--- src/sv/tta_pkg.sv ---
// tta_pkg: shared constants, codes, types and the step table of the trackball
// toggle accelerator. Depends on nothing; used by every module of the block.
package tta_pkg;

    // Widths
    localparam int ACCUM_WIDTH      = 16;    // accumulator width, 8..32
    localparam int STEP_TABLE_DEPTH = 64;    // step table entries, 45..256
    localparam int IDX_W            = $clog2(STEP_TABLE_DEPTH);
    localparam int STEP_W           = 12;    // widest table entry is 2693
    localparam int TIME_W           = 32;
    localparam int OUT_W            = 16;
    localparam int KEY_W            = 8;
    localparam int WIN_W            = 16;
    localparam int CFG_W            = 16;
    localparam int CFG_IDX_W        = 2;
    localparam int KIND_W           = 2;
    localparam int LINE_W           = 2;
    localparam int NUM_LINES        = 4;
    localparam int IN_TDATA_W       = 48;    // 44 bits of fields, padded
    localparam int OUT_TDATA_W      = 40;    // 34 bits of fields, padded
    localparam int OUT_TUSER_W      = 2;

    // Accumulate and saturate widths
    localparam int SUM_W = ((ACCUM_WIDTH > STEP_W) ? ACCUM_WIDTH : STEP_W) + 2;
    localparam int SAT_W = ACCUM_WIDTH + OUT_W + 1;

    localparam logic signed [SUM_W-1:0] ACC_HI = SUM_W'((2**(ACCUM_WIDTH-1)) - 1);
    localparam logic signed [SUM_W-1:0] ACC_LO = ~ACC_HI;
    localparam logic signed [SAT_W-1:0] SAT_HI = SAT_W'((2**(OUT_W-1)) - 1);
    localparam logic signed [SAT_W-1:0] SAT_LO = ~SAT_HI;

    // Step curve
    localparam logic [STEP_W-1:0] BASE_STEP   = STEP_W'(3);
    localparam logic [TIME_W-1:0] ROM_LAST_DT = TIME_W'(44);

    // Item kinds
    localparam logic [KIND_W-1:0] KIND_LINE   = 2'd0;
    localparam logic [KIND_W-1:0] KIND_KEY    = 2'd1;
    localparam logic [KIND_W-1:0] KIND_REPORT = 2'd2;

    // Register indexes
    localparam logic [CFG_IDX_W-1:0] REG_MODE_KEY_A    = 2'd0;
    localparam logic [CFG_IDX_W-1:0] REG_MODE_KEY_B    = 2'd1;
    localparam logic [CFG_IDX_W-1:0] REG_IDLE_TIMEOUT  = 2'd2;
    localparam logic [CFG_IDX_W-1:0] REG_ACTIVE_WINDOW = 2'd3;

    // Register reset values
    localparam logic [KEY_W-1:0] RST_MODE_KEY_A    = 8'd0;
    localparam logic [KEY_W-1:0] RST_MODE_KEY_B    = 8'd1;
    localparam logic [WIN_W-1:0] RST_IDLE_TIMEOUT  = 16'd30;
    localparam logic [WIN_W-1:0] RST_ACTIVE_WINDOW = 16'd40;

    typedef struct packed {
        logic load_in;    // input transfer, capture the item
        logic calc_step;  // look up step, record new line level and time
        logic add_step;   // saturating add of the step
        logic do_key;     // mode key event
        logic do_report;  // drain accumulators into the output register
    } tta_cmd_t;

    typedef struct packed {
        logic [KIND_W-1:0] kind;
        logic              toggle;    // held line sample differs from stored level
        logic              out_busy;  // result waiting and not taken this cycle
    } tta_stat_t;

    // Step size by elapsed ms; entry 0 is never used (dt 0 reads entry 1)
    function automatic logic [STEP_W-1:0] step_rom(input logic [IDX_W-1:0] idx);
        logic [STEP_W-1:0] s;
        unique case (idx)
            6'd0, 6'd1: s = 12'd2693;
            6'd2:       s = 12'd90;
            6'd3:       s = 12'd29;
            6'd4:       s = 12'd16;
            6'd5:       s = 12'd12;
            6'd6:       s = 12'd9;
            6'd7:       s = 12'd8;
            6'd8:       s = 12'd7;
            6'd9, 6'd10, 6'd11: s = 12'd6;
            6'd12, 6'd13, 6'd14, 6'd15, 6'd16: s = 12'd5;
            default:    s = 12'd4;   // 17..44; beyond 44 never selected
        endcase
        return s;
    endfunction

    // Clamp a signed accumulator-range value to the 16-bit output field
    function automatic logic [OUT_W-1:0] sat_out(input logic signed [ACCUM_WIDTH:0] v);
        logic signed [SAT_W-1:0] w;
        w = SAT_W'(v);
        if (w > SAT_HI) begin
            w = SAT_HI;
        end else if (w < SAT_LO) begin
            w = SAT_LO;
        end
        return w[OUT_W-1:0];
    endfunction

endpackage

--- src/sv/tta_ctrl.sv ---
// tta_ctrl: sequencer of the trackball toggle accelerator.
// Uses tta_pkg; issues tta_cmd_t commands to tta_datapath from its tta_stat_t.
module tta_ctrl (
    input  logic               aclk,
    input  logic               aresetn,
    input  logic               s_tvalid,
    output logic               s_tready,
    input  tta_pkg::tta_stat_t stat,
    output tta_pkg::tta_cmd_t  cmd
);

    typedef enum logic [1:0] {
        ST_IDLE,
        ST_STEP,
        ST_ADD
    } state_t;

    state_t state_reg, state_next;
    logic   accept;

    always_comb begin
        cmd        = '0;
        state_next = state_reg;
        s_tready   = (state_reg == ST_IDLE) || (state_reg == ST_ADD);
        accept     = s_tvalid && s_tready;
        cmd.load_in = accept;
        unique case (state_reg)
            ST_IDLE: begin
                if (accept) begin
                    state_next = ST_STEP;
                end
            end
            ST_STEP: begin
                unique case (stat.kind)
                    tta_pkg::KIND_LINE: begin
                        if (stat.toggle) begin
                            cmd.calc_step = 1'b1;
                            state_next    = ST_ADD;
                        end else begin
                            state_next = ST_IDLE;
                        end
                    end
                    tta_pkg::KIND_KEY: begin
                        cmd.do_key = 1'b1;
                        state_next = ST_IDLE;
                    end
                    tta_pkg::KIND_REPORT: begin
                        // wait for the output register to free up
                        if (!stat.out_busy) begin
                            cmd.do_report = 1'b1;
                            state_next    = ST_IDLE;
                        end
                    end
                    default: begin
                        state_next = ST_IDLE;
                    end
                endcase
            end
            ST_ADD: begin
                cmd.add_step = 1'b1;
                state_next   = accept ? ST_STEP : ST_IDLE;
            end
            default: begin
                state_next = ST_IDLE;
            end
        endcase
    end

    always_ff @(posedge aclk) begin
        if (!aresetn) begin
            state_reg <= ST_IDLE;
        end else begin
            state_reg <= state_next;
        end
    end

endmodule

--- src/sv/tta_datapath.sv ---
// tta_datapath: line state, step lookup, saturating accumulators, mode keys,
// report logic, configuration registers and output register. Uses tta_pkg.
module tta_datapath (
    input  logic                                aclk,
    input  logic                                aresetn,
    input  logic [tta_pkg::KIND_W-1:0]          s_tuser,
    input  logic [tta_pkg::IN_TDATA_W-1:0]      s_tdata,
    output logic                                m_tvalid,
    input  logic                                m_tready,
    output logic [tta_pkg::OUT_TDATA_W-1:0]     m_tdata,
    output logic [tta_pkg::OUT_TUSER_W-1:0]     m_tuser,
    input  logic                                cfg_we,
    input  logic [tta_pkg::CFG_IDX_W-1:0]       cfg_index,
    input  logic [tta_pkg::CFG_W-1:0]           cfg_data,
    input  tta_pkg::tta_cmd_t                   cmd,
    output tta_pkg::tta_stat_t                  stat
);

    localparam int AW = tta_pkg::ACCUM_WIDTH;
    localparam int SW = tta_pkg::SUM_W;
    localparam int TW = tta_pkg::TIME_W;

    // Configuration
    logic [tta_pkg::KEY_W-1:0] mode_key_a_reg, mode_key_b_reg;
    logic [tta_pkg::WIN_W-1:0] idle_timeout_reg, active_window_reg;

    // Captured item
    logic [tta_pkg::KIND_W-1:0] in_kind_reg;
    logic [tta_pkg::LINE_W-1:0] in_line_reg;
    logic                       in_level_reg;
    logic [tta_pkg::KEY_W-1:0]  in_pos_reg;
    logic                       in_pressed_reg;
    logic [TW-1:0]              in_time_reg;

    // Block state
    logic [tta_pkg::NUM_LINES-1:0] line_level_reg;
    logic [TW-1:0]                 line_time_reg [tta_pkg::NUM_LINES];
    logic signed [AW-1:0]          x_accum_reg, y_accum_reg;
    logic                          key_a_reg, key_b_reg, moving_reg;
    logic [TW-1:0]                 last_motion_reg;
    logic [tta_pkg::STEP_W-1:0]    step_reg;

    // Output register
    logic                              m_tvalid_reg;
    logic [tta_pkg::OUT_TDATA_W-1:0]   m_tdata_reg;
    logic [tta_pkg::OUT_TUSER_W-1:0]   m_tuser_reg;

    // Step lookup
    logic [TW-1:0]              dt;
    logic [tta_pkg::STEP_W-1:0] step_next;

    // Accumulate
    logic signed [SW-1:0] acc_sel, step_signed, sum, sum_sat;

    // Report
    logic                      nonempty, pointer;
    logic [TW-1:0]             since_last, since_new;
    logic                      moving_next, active_next;
    logic [tta_pkg::OUT_W-1:0] x_out, y_out;
    logic signed [AW:0]        neg_dx, neg_dy, pos_dy;

    always_comb begin
        dt = in_time_reg - line_time_reg[in_line_reg];
        if (dt == '0) begin
            step_next = tta_pkg::step_rom(tta_pkg::IDX_W'(1));
        end else if (dt <= tta_pkg::ROM_LAST_DT) begin
            step_next = tta_pkg::step_rom(dt[tta_pkg::IDX_W-1:0]);
        end else begin
            step_next = tta_pkg::BASE_STEP;
        end
    end

    // Left and up subtract; bit 1 of the line picks Y
    always_comb begin
        acc_sel     = in_line_reg[1] ? SW'(y_accum_reg) : SW'(x_accum_reg);
        step_signed = $signed(SW'(step_reg));
        sum         = in_line_reg[0] ? acc_sel + step_signed : acc_sel - step_signed;
        if (sum > tta_pkg::ACC_HI) begin
            sum_sat = tta_pkg::ACC_HI;
        end else if (sum < tta_pkg::ACC_LO) begin
            sum_sat = tta_pkg::ACC_LO;
        end else begin
            sum_sat = sum;
        end
    end

    always_comb begin
        nonempty    = (x_accum_reg != '0) || (y_accum_reg != '0);
        pointer     = key_a_reg || key_b_reg;
        since_last  = in_time_reg - last_motion_reg;
        since_new   = nonempty ? '0 : since_last;
        moving_next = nonempty || (moving_reg && !(since_last > TW'(idle_timeout_reg)));
        active_next = since_new < TW'(active_window_reg);
        neg_dx      = -(AW+1)'(x_accum_reg);
        neg_dy      = -(AW+1)'(y_accum_reg);
        pos_dy      = (AW+1)'(y_accum_reg);
        x_out       = nonempty ? tta_pkg::sat_out(neg_dx) : '0;
        y_out       = nonempty ? tta_pkg::sat_out(pointer ? neg_dy : pos_dy) : '0;
    end

    always_ff @(posedge aclk) begin
        if (!aresetn) begin
            mode_key_a_reg    <= tta_pkg::RST_MODE_KEY_A;
            mode_key_b_reg    <= tta_pkg::RST_MODE_KEY_B;
            idle_timeout_reg  <= tta_pkg::RST_IDLE_TIMEOUT;
            active_window_reg <= tta_pkg::RST_ACTIVE_WINDOW;
        end else if (cfg_we) begin
            unique case (cfg_index)
                tta_pkg::REG_MODE_KEY_A:    mode_key_a_reg    <= cfg_data[tta_pkg::KEY_W-1:0];
                tta_pkg::REG_MODE_KEY_B:    mode_key_b_reg    <= cfg_data[tta_pkg::KEY_W-1:0];
                tta_pkg::REG_IDLE_TIMEOUT:  idle_timeout_reg  <= cfg_data;
                tta_pkg::REG_ACTIVE_WINDOW: active_window_reg <= cfg_data;
                default:                    ;
            endcase
        end
    end

    // Item capture, step register and report payload, no reset needed
    always_ff @(posedge aclk) begin
        if (cmd.load_in) begin
            in_kind_reg    <= s_tuser;
            in_line_reg    <= s_tdata[1:0];
            in_level_reg   <= s_tdata[2];
            in_pos_reg     <= s_tdata[10:3];
            in_pressed_reg <= s_tdata[11];
            in_time_reg    <= s_tdata[43:12];
        end
        if (cmd.calc_step) begin
            step_reg <= step_next;
        end
        if (cmd.do_report) begin
            m_tdata_reg <= {6'd0, active_next, moving_next, y_out, x_out};
            m_tuser_reg <= {nonempty && !pointer, nonempty};
        end
    end

    always_ff @(posedge aclk) begin
        if (!aresetn) begin
            line_level_reg  <= '1;
            for (int i = 0; i < tta_pkg::NUM_LINES; i++) begin
                line_time_reg[i] <= '0;
            end
            x_accum_reg     <= '0;
            y_accum_reg     <= '0;
            key_a_reg       <= 1'b0;
            key_b_reg       <= 1'b0;
            moving_reg      <= 1'b0;
            last_motion_reg <= '0;
            m_tvalid_reg    <= 1'b0;
        end else begin
            if (cmd.calc_step) begin
                line_level_reg[in_line_reg] <= in_level_reg;
                line_time_reg[in_line_reg]  <= in_time_reg;
            end
            if (cmd.add_step) begin
                if (in_line_reg[1]) begin
                    y_accum_reg <= sum_sat[AW-1:0];
                end else begin
                    x_accum_reg <= sum_sat[AW-1:0];
                end
            end
            if (cmd.do_key) begin
                // key A wins when both registers hold the same position
                if (in_pos_reg == mode_key_a_reg) begin
                    key_a_reg <= in_pressed_reg;
                end else if (in_pos_reg == mode_key_b_reg) begin
                    key_b_reg <= in_pressed_reg;
                end
            end
            if (cmd.do_report) begin
                x_accum_reg  <= '0;
                y_accum_reg  <= '0;
                moving_reg   <= moving_next;
                if (nonempty) begin
                    last_motion_reg <= in_time_reg;
                end
                m_tvalid_reg <= 1'b1;
            end else if (m_tready) begin
                m_tvalid_reg <= 1'b0;
            end
        end
    end

    always_comb begin
        stat.kind     = in_kind_reg;
        stat.toggle   = in_level_reg != line_level_reg[in_line_reg];
        stat.out_busy = m_tvalid_reg && !m_tready;
    end

    assign m_tvalid = m_tvalid_reg;
    assign m_tdata  = m_tdata_reg;
    assign m_tuser  = m_tuser_reg;

endmodule

--- src/sv/trackball_toggle_accelerator.sv ---
// trackball_toggle_accelerator: top level, joins tta_ctrl and tta_datapath.
// Depends on tta_pkg, tta_ctrl and tta_datapath.
//
//  channel  | dir | transfer when          | payload
//  ---------+-----+------------------------+------------------------------------
//  s_       | in  | s_tvalid && s_tready   | tuser kind; tdata line level key time
//  m_       | out | m_tvalid && m_tready   | tuser valid mode; tdata x y moving active
//  cfg_     | in  | cfg_we                 | cfg_index, cfg_data
//
// Each item passes through the sequencer's decode step, then is either done
// or goes on to the saturating accumulate, during which the next item is
// taken. A report waits in decode while the output register holds an
// untaken result. Reset is synchronous, active low, and returns all line, key,
// motion and register state to its defaults with the output channel empty.
module trackball_toggle_accelerator (
    input  logic                               aclk,
    input  logic                               aresetn,
    input  logic                               s_tvalid,
    output logic                               s_tready,
    // [47:0]: line[1:0] level[2] key_position[10:3] key_pressed[11]
    //         time_ms[43:12], zero pad
    input  logic [tta_pkg::IN_TDATA_W-1:0]     s_tdata,
    // [1:0]: kind
    input  logic [tta_pkg::KIND_W-1:0]         s_tuser,
    output logic                               m_tvalid,
    input  logic                               m_tready,
    // [39:0]: x_value[15:0] y_value[31:16] moving[32] active[33], zero pad
    output logic [tta_pkg::OUT_TDATA_W-1:0]    m_tdata,
    // [1:0]: report_valid[0] report_mode[1]
    output logic [tta_pkg::OUT_TUSER_W-1:0]    m_tuser,
    input  logic                               cfg_we,
    input  logic [tta_pkg::CFG_IDX_W-1:0]      cfg_index,
    input  logic [tta_pkg::CFG_W-1:0]          cfg_data
);

    tta_pkg::tta_cmd_t  cmd;
    tta_pkg::tta_stat_t stat;

    tta_ctrl u_ctrl (
        .aclk     (aclk),
        .aresetn  (aresetn),
        .s_tvalid (s_tvalid),
        .s_tready (s_tready),
        .stat     (stat),
        .cmd      (cmd)
    );

    tta_datapath u_dp (
        .aclk      (aclk),
        .aresetn   (aresetn),
        .s_tuser   (s_tuser),
        .s_tdata   (s_tdata),
        .m_tvalid  (m_tvalid),
        .m_tready  (m_tready),
        .m_tdata   (m_tdata),
        .m_tuser   (m_tuser),
        .cfg_we    (cfg_we),
        .cfg_index (cfg_index),
        .cfg_data  (cfg_data),
        .cmd       (cmd),
        .stat      (stat)
    );

endmodule

--- config.mk ---
export PLATFORM = sky130hd
export DESIGN_NAME = trackball_toggle_accelerator
export DESIGN_NICKNAME = d
export VERILOG_FILES = /design/src/sv/tta_pkg.sv /design/src/sv/tta_ctrl.sv /design/src/sv/tta_datapath.sv /design/src/sv/trackball_toggle_accelerator.sv
export SDC_FILE = /design/constraint.sdc
export NUM_CORES = 1
export LEC_CHECK = 0
export BUFFER_PORTS_ARGS = -buffer_cell sky130_fd_sc_hd__clkbuf_2
export CORE_MARGIN = 2
export CORE_UTILIZATION = 50
export CTS_BUF_LIST = sky130_fd_sc_hd__clkbuf_8
export DETAILED_ROUTE_END_ITERATION = 16
export GPL_TIMING_DRIVEN = 0
export PLACE_DENSITY = 0.76
export SLEW_MARGIN = 10
export SYNTH_ARGS = -nofsm -noshare
export SYNTH_HDL_FRONTEND = slang
export SYNTH_HIERARCHICAL = 1
export SYNTH_SLANG_ARGS = --single-unit
--- constraint.sdc ---
create_clock -name aclk -period 4.3 [get_ports aclk]
set_input_delay 0.43 -clock aclk [delete_from_list [all_inputs] [get_ports aclk]]
set_output_delay 0.43 -clock aclk [all_outputs]
set_load 0.01 [all_outputs]
==> metrics, run 1 <==
Synth async-reset ratio=0%; Final HPWL DP=37300 um; Remaining Overflow, GRT=0; antenna-violating nets left=0; GRT Total Usage=24.9%; DIE AREA=0.0413 mm2; antenna violations before repair=0; Synth warnings=6; failing checks=negative setup slack; Arr. time, crit path=4880 ps; final WL=52700 um; clk sinks=341; CTS tree=built; Cells after Synth=2047; Final Skew=33.9 ps; mean routed wirelength per cell=18.3 um; Fill cells=3272; core area=0.0389 mm2; Worst Hold Class=in -> reg; crit path capture=u_dp/x_accum_reg[8]$_SDFFE_PP0P_; Synth-to-Final Area Change=19.6%; CP Launch Type=flop; GP Congestion=0.933; Nets=2505; dpl cells=2682; DRC=0; M1 wire length=21500 um; final setup margin=-72.9 ps; Final period util=102%; worst path cell trace=nor2_2 -> nand3_2 -> nor3_4 -> ha_1 -> inv_2 -> o21ai_2 -> ha_1 -> and3_4 -> a221oi_4 -> a21boi_4 -> o21ai_2 -> a221o_1 -> and2_4 -> nor4_4 -> or4b_4 -> o41a_1 -> buf_6 -> nor2_4 -> buf_6 -> a221o_1; Worst R2R Start=u_dp/step_reg[2]$_SDFFCE_PP1P_; Power Density=337 mW/mm2; Clock Path Buffers=3; ys flop type=edfxtp_1; Final Hold Viols=0; worst skew pair latency=650 ps; largest net degree at the start of global routing=49; total CTS buffers=56; number of global-route vias before repair=15900; 1st-pass router iterations=5; Critical Path Slowest Stage Cell=edfxtp_1; crit-path max cell delay=440 ps; relative slew slack=45.9%; Critical Path RT=4810 ps; first-pass GRT wire length=81100 um; #FFs+latches synth=341; Die Span Y=203 um; Via density=5.63; Setup crit end kind=flop; worst r2r dst=u_dp/x_accum_reg[8]$_SDFFE_PP0P_; status=finished with violations; R2R depth=20; Fmax=0.229 GHz; # H-tree levels=2; Mean Syn Cell Area=9.69 um2; input/output buffers=106; metal2 WL=26400 um; library cells used by synthesis=83; Cell Area, Synth=0.0198 mm2; Rows=72; Final Critical Period=4370 ps; cell family with most CP delay=compound AO/OA/AOI/OAI gates; Max-Cap Viols=0; r2r setup slk=-70 ps; effective utilization at floorplan=51.0%; register area share after synthesis=45.4%; CP max FO=5; worst slew pin tran=811 ps; CTS Root Buffer Type=clkbuf_8; crit path from=u_dp/step_reg[2]$_SDFFCE_PP1P_; WS Path Type=reg -> reg; post-route non-filler standard cell count=2879; layout cells sized above 1=17.2%; max-slew violations=0; WP depth=20; Static Leakage=9.53 nW; Detailed Route Iter0 Violations=1229; WL met3=3020 um; IR drop worst, VDD=317 uV; Die X=203 um; RSZ-0062 raised after global routing=yes; io pins=117; Post-synth EDFFs=217; max FFs per register=128; Via Count=16200; WP buf/inv=3; Worst-path clk slew=60 ps; Final Util=61.0%; Final setup viols=25; DR top layer=met4; Antenna diodes=0
-- placed cells by master (no fill, tap or decap), types with 9 or more instances in the layout --
cell           instances
and2_1                23
xnor2_1               69
nand2_1              282
a21boi_1              32
inv_1                181
o21a_1                16
dfxtp_1              121
mux2i_1               26
a21boi_0              30
mux2_2                16
a221o_1               25
o31ai_1               10
nor2_1               196
buf_6                 11
o21ai_0               58
a21oi_1              104
mux4_2                33
inv_2                 10
a21o_1                28
nand4_1               21
clkbuf_1              53
o21ai_1               10
edfxtp_1             217
clkbuf_8              64
nor3_1                27
nand2b_1              20
ha_1                 105
a31oi_1               17
nor2b_1               39
nand3_1               24
dlygate4sd3_1         52
o211ai_1              15
buf_1                  9
buf_4                 47
clkbuf_2             108
xor2_1                36
-- synthesized netlist by cell type, types with 37 or more instances --
library cell,n,area (um2)
a21oi_1,110,551
nor2_1,204,766
inv_1,162,608
o21ai_0,63,315
xor2_1,37,324
clkbuf_1,64,240
nor2b_1,40,250
xnor2_1,70,613
nand2_1,288,1080
dfxtp_1,124,2480
ha_1,115,1440
edfxtp_1,217,6520
-- metal layers --
metal	up-vias	GRT usage, %
met5	-	0
met4	0	10.7
met3	120	3.26
met2	516	44.0
met1	7795	30.5
li1	7789	-
-- cell type report --
| class | instances | area (um2) | area share, % |
|---|---|---|---|
| Multi-Input combinational cell | 1453 | 10300 | 43.5 |
| Sequential cell | 341 | 9010 | 38.0 |
| Timing Repair Buffer | 210 | 1590 | 6.71 |
| Clock buffer | 62 | 853 | 3.60 |
| Tap cell | 518 | 648 | 2.73 |
| Inverter | 163 | 612 | 2.58 |
| Buffer | 89 | 484 | 2.04 |
| Clock inverter | 43 | 206 | 0.870 |
-- power by group --
group	switching, W	internal [W]
combinational	0.000945	0.000704
sequential	0.0000807	0.00358
clock	0.00130	0.00138
total	0.00232	0.00566
-- timing repair --
action / CTS / global route
endpoints found under the setup margin: 40 / 40
hold endpoints to repair: 55 / 0
pin swaps: 19 / 34
setup buffers: 26 / 16
hold buffers: 52 / 0
gates cloned: 1 / 3
gates resized for setup: 79 / 73
-- through the flow --
step	total power (W)	TNS (ps)	hold slack, ps	worst slack, ps	area (um2)
global route	0.00834	-6820	30.3	-268	23700
floorplan	0.00473	0	435	2.27	19900
CTS	0.00797	-169	7.34	-68.2	23300
global placement	0.00509	-129600	440	-807	21000
finish	0.00799	-1350	51.2	-72.9	23700
detailed placement	0.00513	-28970	445	-870	21200
-- how the worst min path moves through the flow --
stage	from	depth (start not counted)	to	slack, ps
2_1_floorplan	u_dp/last_motion_reg[10]$_SDFFE_PN0P_	2	u_dp/last_motion_reg[10]$_SDFFE_PN0P_	440
3_3_place_gp	u_dp/last_motion_reg[22]$_SDFFE_PN0P_	2	u_dp/last_motion_reg[22]$_SDFFE_PN0P_	440
3_5_place_dp	u_dp/last_motion_reg[28]$_SDFFE_PN0P_	2	u_dp/last_motion_reg[28]$_SDFFE_PN0P_	440
4_1_cts	cfg_data[15]	3	u_dp/active_window_reg[15]$_SDFFE_PN0P_	7
5_1_grt	s_tdata[1]	1	u_dp/in_line_reg[1]$_DFFE_PP_	30
6_report	cfg_data[15]	3	u_dp/active_window_reg[15]$_SDFFE_PN0P_	50
-- cells by family after synthesis --
logic type	after synthesis	share of synthesized area, %
AO/OA/AOI/OAI	429	14.7
XOR/XNOR	107	4.72
adder cells (fa/ha/maj)	118	7.56
buffers and inverters	258	5.07
flip-flops	341	45.4
multiplexers	75	5.97
other	1	0.0189
AND/OR/NAND/NOR	718	16.6
-- tightest hold or removal path, stage by stage --
cell and delay [ps]:
clkbuf_2 100, nand2_1 50, a21boi_0 60
(Power assumes the default switching activity.)
==> run 2, diff against run 1 <==
- ABC_AREA: unset -> 1
- PLACE_DENSITY: 0.76 -> 0.69
==> run 2 against run 1 <==
  * The run now ends clean
  * Count of clock-buffer cells in the layout grew 1
  * Non-clock buffer count shrank 61
  * Register-to-register slack gained 350 ps
  * Utilization shrank 3.7 points
  * Critical path depth shrank 7
  * Area after synthesis grew 5.7%
  * Wire length grew 12%
  * Via count grew 17%
  * Highest routed layer unchanged
==> metrics, run 2 <==
status=completed; IR drop worst, VDD=325 uV (+2.4%); Power Density=341 mW/mm2 (+1.4%); worst skew pair latency=670 ps (+20 ps); Nets=3165 (+26%); top cells by area, synth=edfxtp_1 (31%), nand2_1 (12%), dfxtp_1 (12%); DP Area=0.0223 mm2 (+5.2%); Fmax=0.249 GHz (+8.7%); CTS tree=built; worst path cell trace=clkbuf_1 -> nor2_1 -> a22oi_1 -> nand3_1 -> xor2_1 -> nand3_2 -> inv_1 -> nand2_1 -> inv_1 -> clkbuf_1 -> nand3_1 -> nand2_2 -> buf_12; library cells used by synthesis=60 (-28%); Max-Cap Viols=0 (unchanged); max-slew violations=0 (unchanged); ys flop type=edfxtp_1; total CTS buffers=58 (+3.6%); first-pass GRT wire length=93400 um (+15%); WS Path Type=reg -> reg; Worst Hold Class=in -> reg; Synth-to-Final Area Change=13.7%; GRT Total Usage=26.9% (+2.0 points); commonest non-fill, non-tap cell in the layout=nand2_1; worst slew pin tran=783 ps (-27.8 ps); r2r setup slk=280 ps (+350 ps); core area=0.0417 mm2 (+7.1%); Critical Path RT=4620 ps (-190 ps); Fill cells=3948 (+21%); CP max FO=27 (+22); Final period util=93.5% (-8.2 points); cell family with most CP delay=buffers and inverters; multi-input logic area=0.0101 mm2 (-2.5%); antenna-violating nets left=0 (unchanged); number of global-route vias before repair=18500 (+17%); Post-synth EDFFs=217 (unchanged); Clock Path Buffers=3 (unchanged); clk sinks=341 (unchanged); Cells after Synth=2750 (+34%); register area share after synthesis=42.9% (-2.5 points); Static Leakage=11.1 nW (+17%); Mean Syn Cell Area=7.63 um2 (-21%); Via density=5.34 (-5.2%); DRC=0 (unchanged); Synth area leader=edfxtp_1; Synth async-reset ratio=0% (unchanged); Cell Area, Synth=0.0210 mm2 (+5.7%); crit-path max cell delay=490 ps (+50 ps); Final Hold Viols=0 (unchanged); input/output buffers=106 (unchanged); Final Critical Period=4020 ps (-351 ps); largest net degree at the start of global routing=51 (+4.1%); relative slew slack=47.4% (+1.5 points); layout cells sized above 1=9.50% (-7.7 points); antenna violations before repair=0 (unchanged); WP buf/inv=5 (+2); Die Span Y=209 um (+2.8%); most frequent cells after synthesis=nand2_1 (698), inv_1 (407), nor2_1 (333); most frequent cells in the layout=nand2_1 (694), inv_1 (433), nor2_1 (333); Final HPWL DP=44900 um (+20%); Remaining Overflow, GRT=0 (unchanged); RSZ-0062 raised after global routing=no; #FFs+latches synth=341 (unchanged); CTS Root Buffer Type=clkbuf_8; mean routed wirelength per cell=16.6 um (-9.3%); Worst-path clk slew=60 ps (about the same); 1st-pass router iterations=5 (unchanged); CP Launch Type=flop; Detailed Route Iter0 Violations=1492 (+21%); Rows=75 (+4.2%); io pins=117 (unchanged); most common cell in the synthesized netlist=nand2_1; top cell type's share of synthesized area=31.1% (-1.8 points); Critical Path Slowest Stage Cell=clkbuf_1; Arr. time, crit path=4350 ps (-530 ps); final WL=59100 um (+12%); max FFs per register=128 (unchanged); GP Congestion=0.965 (+3.4%); effective utilization at floorplan=50.3% (-0.64 points); Final Skew=52.2 ps (+18.3 ps); Synth warnings=6 (unchanged); Setup crit end kind=flop; FF+latch area=0.00900 mm2 (about the same); Antenna diodes=0 (unchanged); Final Util=57.2% (-3.7 points); Final setup viols=0 (-100%); Via Count=19000 (+17%); Die X=209 um (+2.8%); DIE AREA=0.0436 mm2 (+5.6%); postcts setup bufs=0 (-100%); # H-tree levels=2 (unchanged); Finished Cell Area=0.0238 mm2 (+0.53%)
==> run 2: cell count changes after synthesis, moves of 29 or more <==
cell	previous run	this run
a21oi_1	110	217
a21boi_0	30	1
nor2_1	204	333
nand2_1	288	698
nand3_1	25	110
a32o_1	0	29
mux4_2	33	0
a21boi_1	33	0
o21ai_0	63	139
inv_1	162	407
nor2b_1	40	0
xnor2_1	70	12
==> run 2: where the power goes <==
| part | switching, W | leakage (nW) | total, W | internal, W |
|---|---|---|---|---|
| clock | 0.00135 | 0.639 | 0.00270 | 0.00135 |
| combinational | 0.00117 | 7.31 | 0.00178 | 0.000608 |
| sequential | 0.0000741 | 3.18 | 0.00367 | 0.00359 |
| total | 0.00259 | 11.1 | 0.00814 | 0.00555 |
==> run 2: final cells by class <==
class                           instances  share of cell area [%]
Buffer                                 79                    1.54
Clock buffer                           63                    3.64
Clock inverter                         43                   0.839
Inverter                              420                    6.61
Multi-Input combinational cell       1915                    42.2
Sequential cell                       341                    37.7
Tap cell                              539                    2.83
Timing Repair Buffer                  159                    4.60
==> run 2: kinds of logic after synthesis <==
logic type | count (synthesis) | synth area share [%]
AOI/OAI and AO/OA | 452 | 12.5
DFF | 341 | 42.9
adders and majority gates | 118 | 7.15
buffers and inverters | 499 | 9.26
other | 1 | 0.0179
and+or+nand+nor | 1268 | 25.1
xor gates and xnor gates | 71 | 3.07
==> run 2: per-stage QoR <==
stage | cells | setup slack [ps] | hold WS, ps | TNS (ps) | power (W)
final | 3559 | 278 | 52.2 | 0 | 0.00814
after global routing | 3559 | 7.78 | 58.6 | 0 | 0.00857
after CTS | 3559 | 334 | 30.4 | 0 | 0.00816
after detailed placement | 3407 | 374 | 447 | 0 | 0.00544
after global placement | 3400 | -1570 | 445 | -124040 | 0.00540
after floorplan | 2755 | 40.4 | 426 | 0 | 0.00495
==> run 2: worst register-to-register path, stage by stage (launching register included) <==
cell	delay [ps]
edfxtp_1	340
clkbuf_1	390
nor2_1	200
a22oi_1	250
nand3_1	140
xor2_1	210
nand3_2	110
inv_1	330
nand2_1	230
inv_1	240
clkbuf_1	490
nand3_1	240
nand2_2	260
buf_12	260
==> run 2: timing repair <==
item | CTS | global route
setup endpoints to repair | 0 | 2
endpoints found under the hold margin | 46 | 0
gates resized for setup | 0 | 2
hold buffers | 46 | 0
==> run 2: per-layer routing <==
metal / share of wire (%) / up-vias / track usage, %
li1: - / 9433 / -
met1: 41 / 8794 / 32.8
met2: 48 / 644 / 47.7
met3: 6.2 / 135 / 3.49
met4: 4.2 / 0 / 12.0
met5: 0 / - / 0
==> run 2: final timing paths <==
| kind | end | cells past startpoint | startpoint |
|---|---|---|---|
| setup / recovery | u_dp/line_time_reg[2][12]$_SDFFCE_PN0P_ | 13 | u_dp/in_line_reg[0]$_DFFE_PP_ |
| hold / removal | u_dp/active_window_reg[13]$_SDFFE_PN0P_ | 3 | cfg_data[13] |
| setup reg to reg | u_dp/line_time_reg[2][12]$_SDFFCE_PN0P_ | 13 | u_dp/in_line_reg[0]$_DFFE_PP_ |
| hold reg to reg | u_dp/last_motion_reg[21]$_SDFFE_PN0P_ | 2 | u_dp/last_motion_reg[21]$_SDFFE_PN0P_ |
